`config.mk`:
```
export PLATFORM = sky130hd
export DESIGN_NAME = keyed_running_average_table
export DESIGN_NICKNAME = d
export VERILOG_FILES = /design/src/sv/krat_pkg.sv /design/src/sv/krat_cell.sv /design/src/sv/keyed_running_average_table.sv
export SDC_FILE = /design/constraint.sdc
export NUM_CORES = 2
export LEC_CHECK = 0
export CELL_PAD_IN_SITES_DETAIL_PLACEMENT = 0
export CELL_PAD_IN_SITES_GLOBAL_PLACEMENT = 2
export CORE_MARGIN = 10
export CORE_UTILIZATION = 44
export CTS_BUF_LIST = sky130_fd_sc_hd__clkbuf_16
export DETAILED_ROUTE_END_ITERATION = 8
export DONT_BUFFER_PORTS = 1
export HOLD_SLACK_MARGIN = 0.05
export PLACE_DENSITY = 0.84
export SLEW_MARGIN = 10
export SYNTH_ARGS = -nofsm -noshare
export SYNTH_HDL_FRONTEND = slang
export SYNTH_SLANG_ARGS = --single-unit
```
`constraint.sdc`:
```
create_clock -name clk_i -period 5.31 [get_ports clk_i]
set_input_delay 1.062 -clock clk_i [delete_from_list [all_inputs] [get_ports clk_i]]
set_output_delay 1.062 -clock clk_i [all_outputs]
set_load 0.1 [all_outputs]
```
`src/sv/krat_pkg.sv`:
```
// Shared types and constants for the keyed running average table.
package krat_pkg;

  localparam logic [1:0] STATUS_UPDATED  = 2'd0;
  localparam logic [1:0] STATUS_CREATED  = 2'd1;
  localparam logic [1:0] STATUS_REJECTED = 2'd2;

  localparam logic CFG_LOW_LIMIT  = 1'b0;
  localparam logic CFG_HIGH_LIMIT = 1'b1;

  // Per-cell match report toward the controller.
  typedef struct packed {
    logic hit;
  } cell_stat_t;

endpackage

```
`src/sv/krat_cell.sv`:
```
// One table slot: identifier, sample count and sample window as a shift line.
module krat_cell #(
  parameter int unsigned WINDOW = 8
) (
  input  logic                    clk_i,
  input  logic                    rst_ni,
  input  logic                    alloc_i,
  input  logic                    ins_i,
  input  logic                    rot_i,
  input  logic [15:0]             key_i,
  input  logic [15:0]             rd_i,
  input  logic                    used_i,
  output krat_pkg::cell_stat_t    stat_o,
  output logic [$clog2(WINDOW+1)-1:0] cnt_o,
  output logic [15:0]             head_o
);
  localparam int unsigned CW = $clog2(WINDOW + 1);
  localparam int unsigned WW = (WINDOW > 1) ? $clog2(WINDOW) : 1;

  logic [15:0]   id_q;
  logic [CW-1:0] cnt_q;
  logic [15:0]   win_q [WINDOW];

  always_ff @(posedge clk_i or negedge rst_ni) begin
    if (!rst_ni) begin
      id_q  <= '0;
      cnt_q <= '0;
    end else if (alloc_i) begin
      id_q  <= key_i;
      cnt_q <= CW'(1);
    end else if (ins_i && (cnt_q < CW'(WINDOW))) begin
      cnt_q <= cnt_q + CW'(1);
    end
  end

  // win_q[0] is the oldest; rotation brings each sample to the head once.
  always_ff @(posedge clk_i) begin
    if (alloc_i) begin
      for (int k = 0; k < WINDOW; k++) win_q[k] <= rd_i;
    end else if (ins_i) begin
      if (cnt_q < CW'(WINDOW)) begin
        win_q[cnt_q[WW-1:0]] <= rd_i;
      end else begin
        for (int k = 0; k < WINDOW - 1; k++) win_q[k] <= win_q[k+1];
        win_q[WINDOW-1] <= rd_i;
      end
    end else if (rot_i) begin
      for (int k = 0; k < WINDOW - 1; k++) win_q[k] <= win_q[k+1];
      win_q[WINDOW-1] <= win_q[0];
    end
  end

  assign stat_o.hit = used_i && (id_q == key_i);
  assign cnt_o      = cnt_q;
  assign head_o     = win_q[0];
endmodule

```
`src/sv/keyed_running_average_table.sv`:
```
// Top level of the keyed running average table.
// One reading is taken per transaction on start_i while busy_o is low. The
// controller scans the slots one per cycle; a reading from an unknown sensor
// on a full table is rejected there. Otherwise it rotates the matching slot's
// window through a single accumulator, one sample per cycle, then runs a
// bit-serial signed division (a step to take the magnitude, then a step per
// bit of the 21-bit sum). The receiver
// cannot stall, so the result appears on done_o for one cycle.
module keyed_running_average_table #(
  parameter int unsigned MAX_ENTRIES = 16,
  parameter int unsigned WINDOW      = 8
) (
  input  logic        clk_i,
  input  logic        rst_ni,
  input  logic        start_i,
  output logic        busy_o,
  input  logic [15:0] sensor_id_i,
  input  logic [15:0] reading_i,
  output logic        done_o,
  output logic [1:0]  status_o,
  output logic [3:0]  entry_index_o,
  output logic [15:0] average_o,
  output logic [3:0]  sample_count_o,
  output logic        too_cold_o,
  output logic        too_hot_o,
  input  logic        cfg_valid_i,
  output logic        cfg_ready_o,
  input  logic [0:0]  cfg_index_i,
  input  logic [15:0] cfg_data_i
);
  localparam int unsigned IW = (MAX_ENTRIES > 1) ? $clog2(MAX_ENTRIES) : 1;
  localparam int unsigned UW = $clog2(MAX_ENTRIES + 1);
  localparam int unsigned CW = $clog2(WINDOW + 1);
  localparam int unsigned SW = 16 + $clog2(WINDOW + 1) + 1;

  localparam logic [2:0] ST_IDLE = 3'd0;
  localparam logic [2:0] ST_SCAN = 3'd1;
  localparam logic [2:0] ST_UPD  = 3'd2;
  localparam logic [2:0] ST_SUM  = 3'd3;
  localparam logic [2:0] ST_DIV  = 3'd4;
  localparam logic [2:0] ST_OUT  = 3'd5;

  logic [2:0]    state_q;
  logic [UW-1:0] used_q;
  logic [IW-1:0] idx_q;
  logic [15:0]   key_q, rd_q;
  logic [1:0]    status_q;
  logic signed [15:0] low_q, high_q;
  logic signed [SW-1:0] sum_q;
  logic [CW-1:0] n_q, k_q;
  logic [SW-1:0] mag_q, quo_q, rem_q;
  logic [5:0]    bit_q;
  logic          neg_q;

  krat_pkg::cell_stat_t stat [MAX_ENTRIES];
  logic [CW-1:0] cnt  [MAX_ENTRIES];
  logic [15:0]   head [MAX_ENTRIES];

  for (genvar g = 0; g < MAX_ENTRIES; g++) begin : g_cell
    krat_cell #(.WINDOW(WINDOW)) u_cell (
      .clk_i, .rst_ni,
      .alloc_i(state_q == ST_UPD && status_q == krat_pkg::STATUS_CREATED
               && idx_q == IW'(g)),
      .ins_i  (state_q == ST_UPD && status_q == krat_pkg::STATUS_UPDATED
               && idx_q == IW'(g)),
      .rot_i  (state_q == ST_SUM && idx_q == IW'(g)),
      .key_i  (key_q), .rd_i(rd_q),
      .used_i (UW'(g) < used_q),
      .stat_o (stat[g]), .cnt_o(cnt[g]), .head_o(head[g])
    );
  end

  assign busy_o      = state_q != ST_IDLE;
  assign cfg_ready_o = 1'b1;

  // Restoring divider: magnitude bits enter the remainder MSB first.
  logic [SW-1:0] rem_sh;
  assign rem_sh = {rem_q[SW-2:0], mag_q[SW-1]};
  logic signed [15:0] avg;
  assign avg = neg_q ? -$signed(quo_q[15:0]) : $signed(quo_q[15:0]);
  logic full;
  assign full = n_q >= CW'(WINDOW);

  // table full and the last used slot missed
  logic rej;
  assign rej = (state_q == ST_SCAN) && !stat[idx_q].hit
               && (32'(idx_q) + 1 >= 32'(used_q)) && (used_q >= UW'(MAX_ENTRIES));

  always_ff @(posedge clk_i or negedge rst_ni) begin
    if (!rst_ni) begin
      state_q        <= ST_IDLE;
      used_q         <= '0;
      idx_q          <= '0;
      key_q          <= '0;
      rd_q           <= '0;
      status_q       <= krat_pkg::STATUS_UPDATED;
      low_q          <= -16'sd32768;
      high_q         <= 16'sd32767;
      sum_q          <= '0;
      n_q            <= '0;
      k_q            <= '0;
      mag_q          <= '0;
      quo_q          <= '0;
      rem_q          <= '0;
      bit_q          <= '0;
      neg_q          <= 1'b0;
      done_o         <= 1'b0;
      status_o       <= krat_pkg::STATUS_UPDATED;
      entry_index_o  <= '0;
      average_o      <= '0;
      sample_count_o <= '0;
      too_cold_o     <= 1'b0;
      too_hot_o      <= 1'b0;
    end else begin
      done_o <= (state_q == ST_OUT) || rej;
      if (cfg_valid_i) begin
        if (cfg_index_i == krat_pkg::CFG_LOW_LIMIT) low_q <= cfg_data_i;
        else high_q <= cfg_data_i;
      end
      case (state_q)
        ST_IDLE: if (start_i) begin
          key_q <= sensor_id_i; rd_q <= reading_i; idx_q <= '0;
          state_q <= ST_SCAN;
        end
        ST_SCAN: begin
          if (stat[idx_q].hit) begin
            status_q <= krat_pkg::STATUS_UPDATED; state_q <= ST_UPD;
          end else if (32'(idx_q) + 1 >= 32'(used_q)) begin
            if (used_q >= UW'(MAX_ENTRIES)) begin
              status_q <= krat_pkg::STATUS_REJECTED;
              status_o <= krat_pkg::STATUS_REJECTED;
              entry_index_o <= '0; average_o <= '0; sample_count_o <= '0;
              too_cold_o <= 1'b0; too_hot_o <= 1'b0; state_q <= ST_IDLE;
            end else begin
              status_q <= krat_pkg::STATUS_CREATED;
              idx_q <= used_q[IW-1:0]; used_q <= used_q + UW'(1);
              state_q <= ST_UPD;
            end
          end else idx_q <= idx_q + IW'(1);
        end
        ST_UPD: begin
          sum_q <= '0; k_q <= '0; state_q <= ST_SUM;
          n_q <= cnt[idx_q];
        end
        ST_SUM: begin
          n_q <= cnt[idx_q];
          if (k_q < cnt[idx_q])
            sum_q <= sum_q + SW'($signed(head[idx_q]));
          k_q <= k_q + CW'(1);
          if (k_q == CW'(WINDOW - 1)) begin
            state_q <= ST_DIV;
            bit_q <= '0; rem_q <= '0; quo_q <= '0;
          end
        end
        ST_DIV: begin
          if (bit_q == 6'd0) begin
            neg_q <= sum_q[SW-1];
            mag_q <= sum_q[SW-1] ? -sum_q : sum_q;
            bit_q <= 6'd1;
          end else begin
            mag_q <= {mag_q[SW-2:0], 1'b0};
            if (rem_sh >= SW'(n_q)) begin
              rem_q <= rem_sh - SW'(n_q); quo_q <= {quo_q[SW-2:0], 1'b1};
            end else begin
              rem_q <= rem_sh; quo_q <= {quo_q[SW-2:0], 1'b0};
            end
            if (bit_q == 6'(SW)) state_q <= ST_OUT;
            else bit_q <= bit_q + 6'd1;
          end
        end
        ST_OUT: begin
          status_o <= status_q;
          entry_index_o <= 4'(idx_q); average_o <= avg;
          sample_count_o <= 4'(n_q);
          too_cold_o <= full && (avg < low_q);
          too_hot_o  <= full && (avg > high_q);
          state_q <= ST_IDLE;
        end
        default: state_q <= ST_IDLE;
      endcase
    end
  end

  a_used_bound: assert property (@(posedge clk_i) disable iff (!rst_ni)
    used_q <= UW'(MAX_ENTRIES)) else $error("slot count overflow");
  a_done_pulse: assert property (@(posedge clk_i) disable iff (!rst_ni)
    done_o |=> !done_o) else $error("result held two cycles");
  a_busy_done: assert property (@(posedge clk_i) disable iff (!rst_ni)
    (state_q == ST_OUT) |=> done_o && !busy_o) else $error("missing result");
endmodule

```
### After elaboration in Yosys (flattened, before gate mapping)

Memory sizes are Yosys's and may differ from the RTL's.
Cells that the tools add are included.

* register bits after elaboration: 520
* bits in writable memories: 2048
* bits of input ports: 53
* output and inout port bits: 31
* logic and storage cells: 1210
* memories: 16

Memory list
* g_cell[0].u_cell.win_q: depth 8, bits a word 16, read ports 8, clocked after memory_dff 0, wr ports 8, RTL line krat_cell.sv:22 `logic [15:0] win_q [WINDOW];`
* g_cell[10].u_cell.win_q: depth 8, bits a word 16, read ports 8, clocked after memory_dff 0, wr ports 8, RTL line krat_cell.sv:22
* g_cell[11].u_cell.win_q: depth 8, bits a word 16, read ports 8, clocked after memory_dff 0, wr ports 8, RTL line krat_cell.sv:22
* g_cell[12].u_cell.win_q: depth 8, bits a word 16, read ports 8, clocked after memory_dff 0, wr ports 8, RTL line krat_cell.sv:22
* g_cell[13].u_cell.win_q: depth 8, bits a word 16, read ports 8, clocked after memory_dff 0, wr ports 8, RTL line krat_cell.sv:22
* g_cell[14].u_cell.win_q: depth 8, bits a word 16, read ports 8, clocked after memory_dff 0, wr ports 8, RTL line krat_cell.sv:22
* 10 more memories

* add/sub/neg operators: 25
* order comparisons: 40
* equal/unequal tests: 50
* muxes and demuxes: 620
* bitwise gates (word level): 260
* reduce and logical (&&, ||, !) cells: 144

Operators by type and width (count)
* $mux 16: 279
* $eq 16x16->1: 16
* $or 1x1->1: 256
* $reduce_or 16->1: 16
* $mux 1: 246
* $mux 4: 41
* $logic_and 1x1->1: 87
* $add 4x1->4 const B: 18
* $mux 3: 22
* $bmux 16 s4: 1
* $lt 4x4->1 const B: 16
* $pmux 16 s2: 2
* $mux 21: 3
* $mux 20: 3
* $pmux 21 s2: 1
* $reduce_bool 2->1: 21
* $lt 4x5->1 const A: 8
* $pmux 20 s2: 1
* $eq 4x4->1 const B: 8
* $pmux 4 s2: 4
* $add 21x16->21: 1
* $ge 21x4->1: 1
* $neg 21->21: 1
* $eq 4x3->1 const B: 5
* 47 further kinds: 82

### Depth between registers and ports, before layout

* word-level depth: 10
* mapped depth: 19
* depth with buffers taken out: 16

### By module

Synthesis repeated with hierarchy kept, for this count alone.

* cells, all modules: 7522
* area total of the unflattened synthesis: 113879.2 um^2

By module, submodules not included
* krat_cell at g_cell[0].u_cell ...: times used 12, cells an instance 381, area each 6229.7 um^2, sequential area each 4344.2 um^2
* keyed_running_average_table: times used 1, cells an instance 1430, area each 14228.6 um^2, sequential area each 5024.8 um^2
* krat_cell at g_cell[10].u_cell ...: times used 2, cells an instance 381, area each 6222.2 um^2, sequential area each 4344.2 um^2
* krat_cell at g_cell[9].u_cell: times used 1, cells an instance 379, area each 6234.7 um^2, sequential area each 4344.2 um^2
* krat_cell at g_cell[11].u_cell: times used 1, cells an instance 379, area each 6214.7 um^2, sequential area each 4344.2 um^2

### Worst setup path before layout

OpenSTA, ideal clock, no wires.

* path kind: flip-flop to flip-flop
* start point: register idx_q[0]
* end point: register sum_q[20]
* setup time: 122 ps
* data arrival time: 4726 ps
* required time: 5188 ps
* path slack: 463 ps
* cell stages (with the launch flop): 20
* buffers on the path: 5
* period minus slack after synthesis: 4847 ps
* cells stage by stage: dfrtp_1 > buf_4 > buf_4 > buf_2 > buf_2 > buf_2 > mux4_2 > mux4_2 > ha_1 > inv_1 > fa_1 > nor2b_1 > o2111ai_1 > a21boi_0 > o22a_1 > a2111oi_0 > nor3_1 > and4bb_2 > mux2i_1 > nand2_1

* word-level cells in the longest chain between the ends: 7
* elaborated cells on any way between the ends: 13
* classes of those cells: 1 x add/sub; 1 x order compare; 1 x eq/ne; 8 x mux; 1 x bitwise; 1 x reduce/logical

Ends and longest elaborated chain
* start: declaration: RTL line keyed_running_average_table.sv:45 `logic [IW-1:0] idx_q;`
* start signal: assignment: RTL line keyed_running_average_table.sv:136 `idx_q <= used_q[IW-1:0]; used_q <= used_q + UW'(1);`
* start signal: assignment: RTL line keyed_running_average_table.sv:139 `end else idx_q <= idx_q + IW'(1);`
* $not 4->5 (implied by the code) (*): RTL line keyed_running_average_table.sv:147, keyed_running_average_table.sv:148
* $bmux 16 s4 / $bmux 4 s4 (equally long branches): RTL line keyed_running_average_table.sv:148, keyed_running_average_table.sv:147
* $mux 16 (implied by the code) / $mux 4 (equally long branches) (2 in series): RTL line keyed_running_average_table.sv:148, keyed_running_average_table.sv:147
* $add 21x16->21 / $lt 4x4->1 (equally long branches): RTL line keyed_running_average_table.sv:148, keyed_running_average_table.sv:147
* $mux 21 / $ne 2x1->1 (equally long branches)
* $pmux 21 s2 / $reduce_and 2->1 (equally long branches)
* end signal: assignment: RTL line keyed_running_average_table.sv:148 `sum_q <= sum_q + SW'($signed(head[idx_q]));`
* end: declaration: RTL line keyed_running_average_table.sv:49 `logic signed [SW-1:0] sum_q;`

Every way passes the cells marked *; elsewhere a longest branch is shown, timed or not. The select of a mux whose other input is x is not followed.
A chain may end at the register's enable or synchronous reset.

### Worst setup path after layout

Ends and elaborated chain as after synthesis.

==> impl_metrics.yaml <==
synth:
  synthTopCellsByArea: "edfxtp_1 (55%), nand2_1 (15%), dfrtp_1 (11%), mux2_2 (5.2%), mux4_2 (2.0%)"
  muxShareOfSynthArea_pct: 7.67
  syn_inst: 9629
  synth_top_family_by_area: "simple AND/OR/NAND/NOR gates"
  syn_nets: 9774
  synth-simple-area-share_pct: 17.3
  async_flop_share_pct: 20.2
  synthAdderAreaFrac_pct: 1.04
  synth_top_area_cell: "edfxtp_1"
  avgSynthCellArea_um2: 11.7
  synthTopCellsByCount: "nand2_1 (4399), edfxtp_1 (2048), mux2_2 (521)"
  synth-edff-count: 2048
  ys_types: 92
  synth.most_common_cell: "nand2_1"
  syn-cell-area_um2: 112000
  yosys_most_used_dff: "edfxtp_1"
  synth-compound-area-share_pct: 2.93
  yosys_warnings: 0
  ys_seq_elements: 2568
  synth.top_cell.area_share_pct: 54.7
  ys_seq_area_share_pct: 66.3
  synth-xor-area-share_pct: 2.65
layout:
  layout-drive-gt1-share_pct: 15.0
  fillCellCount: 22400
  seq_area_um2: 74600
  post-route-util_pct: 49.8
  stdcell_count: 13300
  nets: 9878
  multiInputGateArea_um2: 35900
  area_growth_pct: 12.5
global_routing:
  grt_usage_pct: 22.3
  grt_pass1_vias: 70400
  antenna_found_initial: 32
  grt_first_pass_wirelength_mm: 469
  grt_max_degree: 521
  grt.overflow.total: 0
route:
  detail_route.first_pass.iterations: 6
  wl_mm: 316
  first_iter_violations: 7753
  via_count: 72700
  drtAntennaViolNets: 0
  vias_per_cell: 5.46
  drc: 0
  wl_per_cell_um: 23.7
sta:
  setup_viol: 0
  finalClockSkew_ns: 0.101
  hold_violations: 0
  fin_tns_setup_ns: 0
  slew_headroom_pct: 13.4
  slew_viol_final: 0
  finalCritPeriodShare_pct: 87.8
  tightest_slew_ns: 1.29
  grt_setup_unrepaired: "false"
  max_freq_mhz: 214
  setup_ws_ns: 0.646
  period_needed_ns: 4.66
placement:
  dpl_worst_slack_ns: 0.677
  numPortBuffers: 0
  place_inst: 12800
  dp_hpwl_mm: 206
  routabilityCongestion: 0.915
critical_path:
  worst_setup_path_start_kind: "register"
  crit_fanout: 24
  cp-end-kind: "register"
  crit_top_cell: "mux4_2"
  worst-setup-path-type: "reg -> reg"
  crit_required_ns: 6.14
  crit_chain: "buf_12 > mux4_2 > mux4_2 > ha_1 > nor2b_1 > o2111ai_1 > a21boi_0 > o22a_1 > a2111oi_0 > buf_4 > nor3_1 > and4bb_2 > mux2i_1 > nand2_1"
  slowest_stage: "dfrtp_4"
  crit_path_max_incr_delay_ns: 0.78
  critPathArrivalTime_ns: 5.49
pwr:
  leakagePower_nw: 50.3
  power.density_nw_per_um2: 521
  power_mw: 66.0
  ir_worst_vdd_uv: 633
clock_tree:
  ctsHtreeMaxLevel: 5
  clk_path_buf_depth: 4
  worstSkewPairLatency_ns: 0.98
  cts_root_buffer: "clkbuf_16"
  cts.sinks: 2568
  postCtsSetupBuffers: 0
  cts_tree: "done"
  clkTransAtPathRegs_ns: 0.06
  numCtsBuffers: 296
  postCtsResizedCells: 0
floorplan:
  die_w_um: 526
  coreArea_um2: 254000
  io_pins: 84
  initial_core_util_pct: 44.3
  die_y_um: 526
  dieArea_um2: 276000
  rows: 185
min_path:
  hold_path.class: "in -> async"
outcome:
  status: "complete, no violations"
job:
  drv_cap: 0
[layer usage]
| metal | track usage, % | wire [µm] |
|---|---|---|
| met3 | 4.10 | 24700 |
| met2 | 34.2 | 142000 |
| met1 | 32.0 | 138000 |
| met5 | 0 | 13 |
| met4 | 7.19 | 10900 |
[power breakdown]
| part | switching (mW) | internal, mW |
|---|---|---|
| combinational | 11.2 | 5.68 |
| sequential | 2.82 | 26.5 |
| clock | 8.18 | 11.7 |
[worst max-delay path, delay by kind of cell, from the launching register on]
kind                       cells  cell delay (ns)
muxes                          3             1.28
AOI/OAI and AO/OA              4             1.10
DFF                            1             0.78
and+or+nand+nor                4             0.61
buffers and inverters          2             0.47
adders and majority gates      1             0.31
[through the flow]
step / hold WS (ns) / instance area (µm²)
2_1_floorplan: 0.449 / 112000
3_3_place_gp: 0.464 / 117000
3_5_place_dp: 0.468 / 117000
4_1_cts: -0.226 / 127000
5_1_grt: 0.0933 / 127000
6_report: 0.0868 / 127000
[placed cells by master, fill, tap and decap left out, types with 16 or more instances in the layout]
cell type	synthesis	routed
nand2_1	4399	4398
edfxtp_1	2048	2048
mux2_2	521	521
dfrtp_1	504	469
clkbuf_16	0	299
buf_4	31	277
xor2_1	174	174
xnor2_1	166	166
nor2_1	153	151
o21ai_0	219	139
inv_1	67	138
mux4_2	98	98
ha_1	90	90
a21oi_1	81	75
o21ai_1	3	70
nand2b_1	64	64
nand3_1	53	53
nor3_1	53	53
clkinv_1	1	51
mux2_1	43	43
nor4_1	43	43
clkinv_2	0	42
a21o_1	38	38
nand4_1	36	36
o31ai_2	0	30
bufinv_16	0	30
o31ai_1	56	24
dfrtp_4	0	18
a22o_1	17	17
dfrtp_2	0	17
a21oi_4	0	16
dfstp_2	16	16
[registers in the layout, indices dropped and copies added, names as in the netlist, 16 cells and up]
signal and flops:
key_q 16, average_o 16, quo_q 16, low_q 16
high_q 16, mag_q 21, rd_q 16, g_cell.u_cell.cnt_o 64
rem_q 20, sum_q 21, g_cell.u_cell.id_q 256, g_cell.u_cell.win_q 2048
[cells by family (layout without fill, tap and decap cells)]
group / after synthesis / in the layout
AOI/OAI and AO/OA: 510 / 510
xor gates and xnor gates: 340 / 340
and+or+nand+nor: 4899 / 4899
buffers and inverters: 550 / 874
DFF: 2568 / 2568
other: 1 / 5
adders and majority gates: 92 / 92
muxes: 669 / 669
[final timing paths]
path	startpoint	end	slack, ns	cells after the start
hold / removal	rst_ni	rd_q[10]	0.09	1
setup reg to reg	idx_q[0]	sum_q[20]	0.65	14
hold reg to reg	mag_q[0]	mag_q[0]	0.48	2
max in group asynchronous	rst_ni	key_q[13]	3.17	2
setup / recovery	idx_q[0]	sum_q[20]	0.65	14
min in group clk_i	sensor_id_i[15]	key_q[15]	0.25	1
[cell type report]
| type | instances | share of cell area, % |
|---|---|---|
| diodes | 4 | 0.00791 |
| clock buffers | 299 | 5.91 |
| clock inverters | 219 | 1.43 |
| inverters | 70 | 0.208 |
| multi-input cells | 6511 | 28.4 |
| flip-flops and latches | 2568 | 58.9 |
| well taps | 3366 | 3.33 |
| repair buffers | 286 | 1.80 |
No activity file was read; power rests on OpenSTA's default activity.
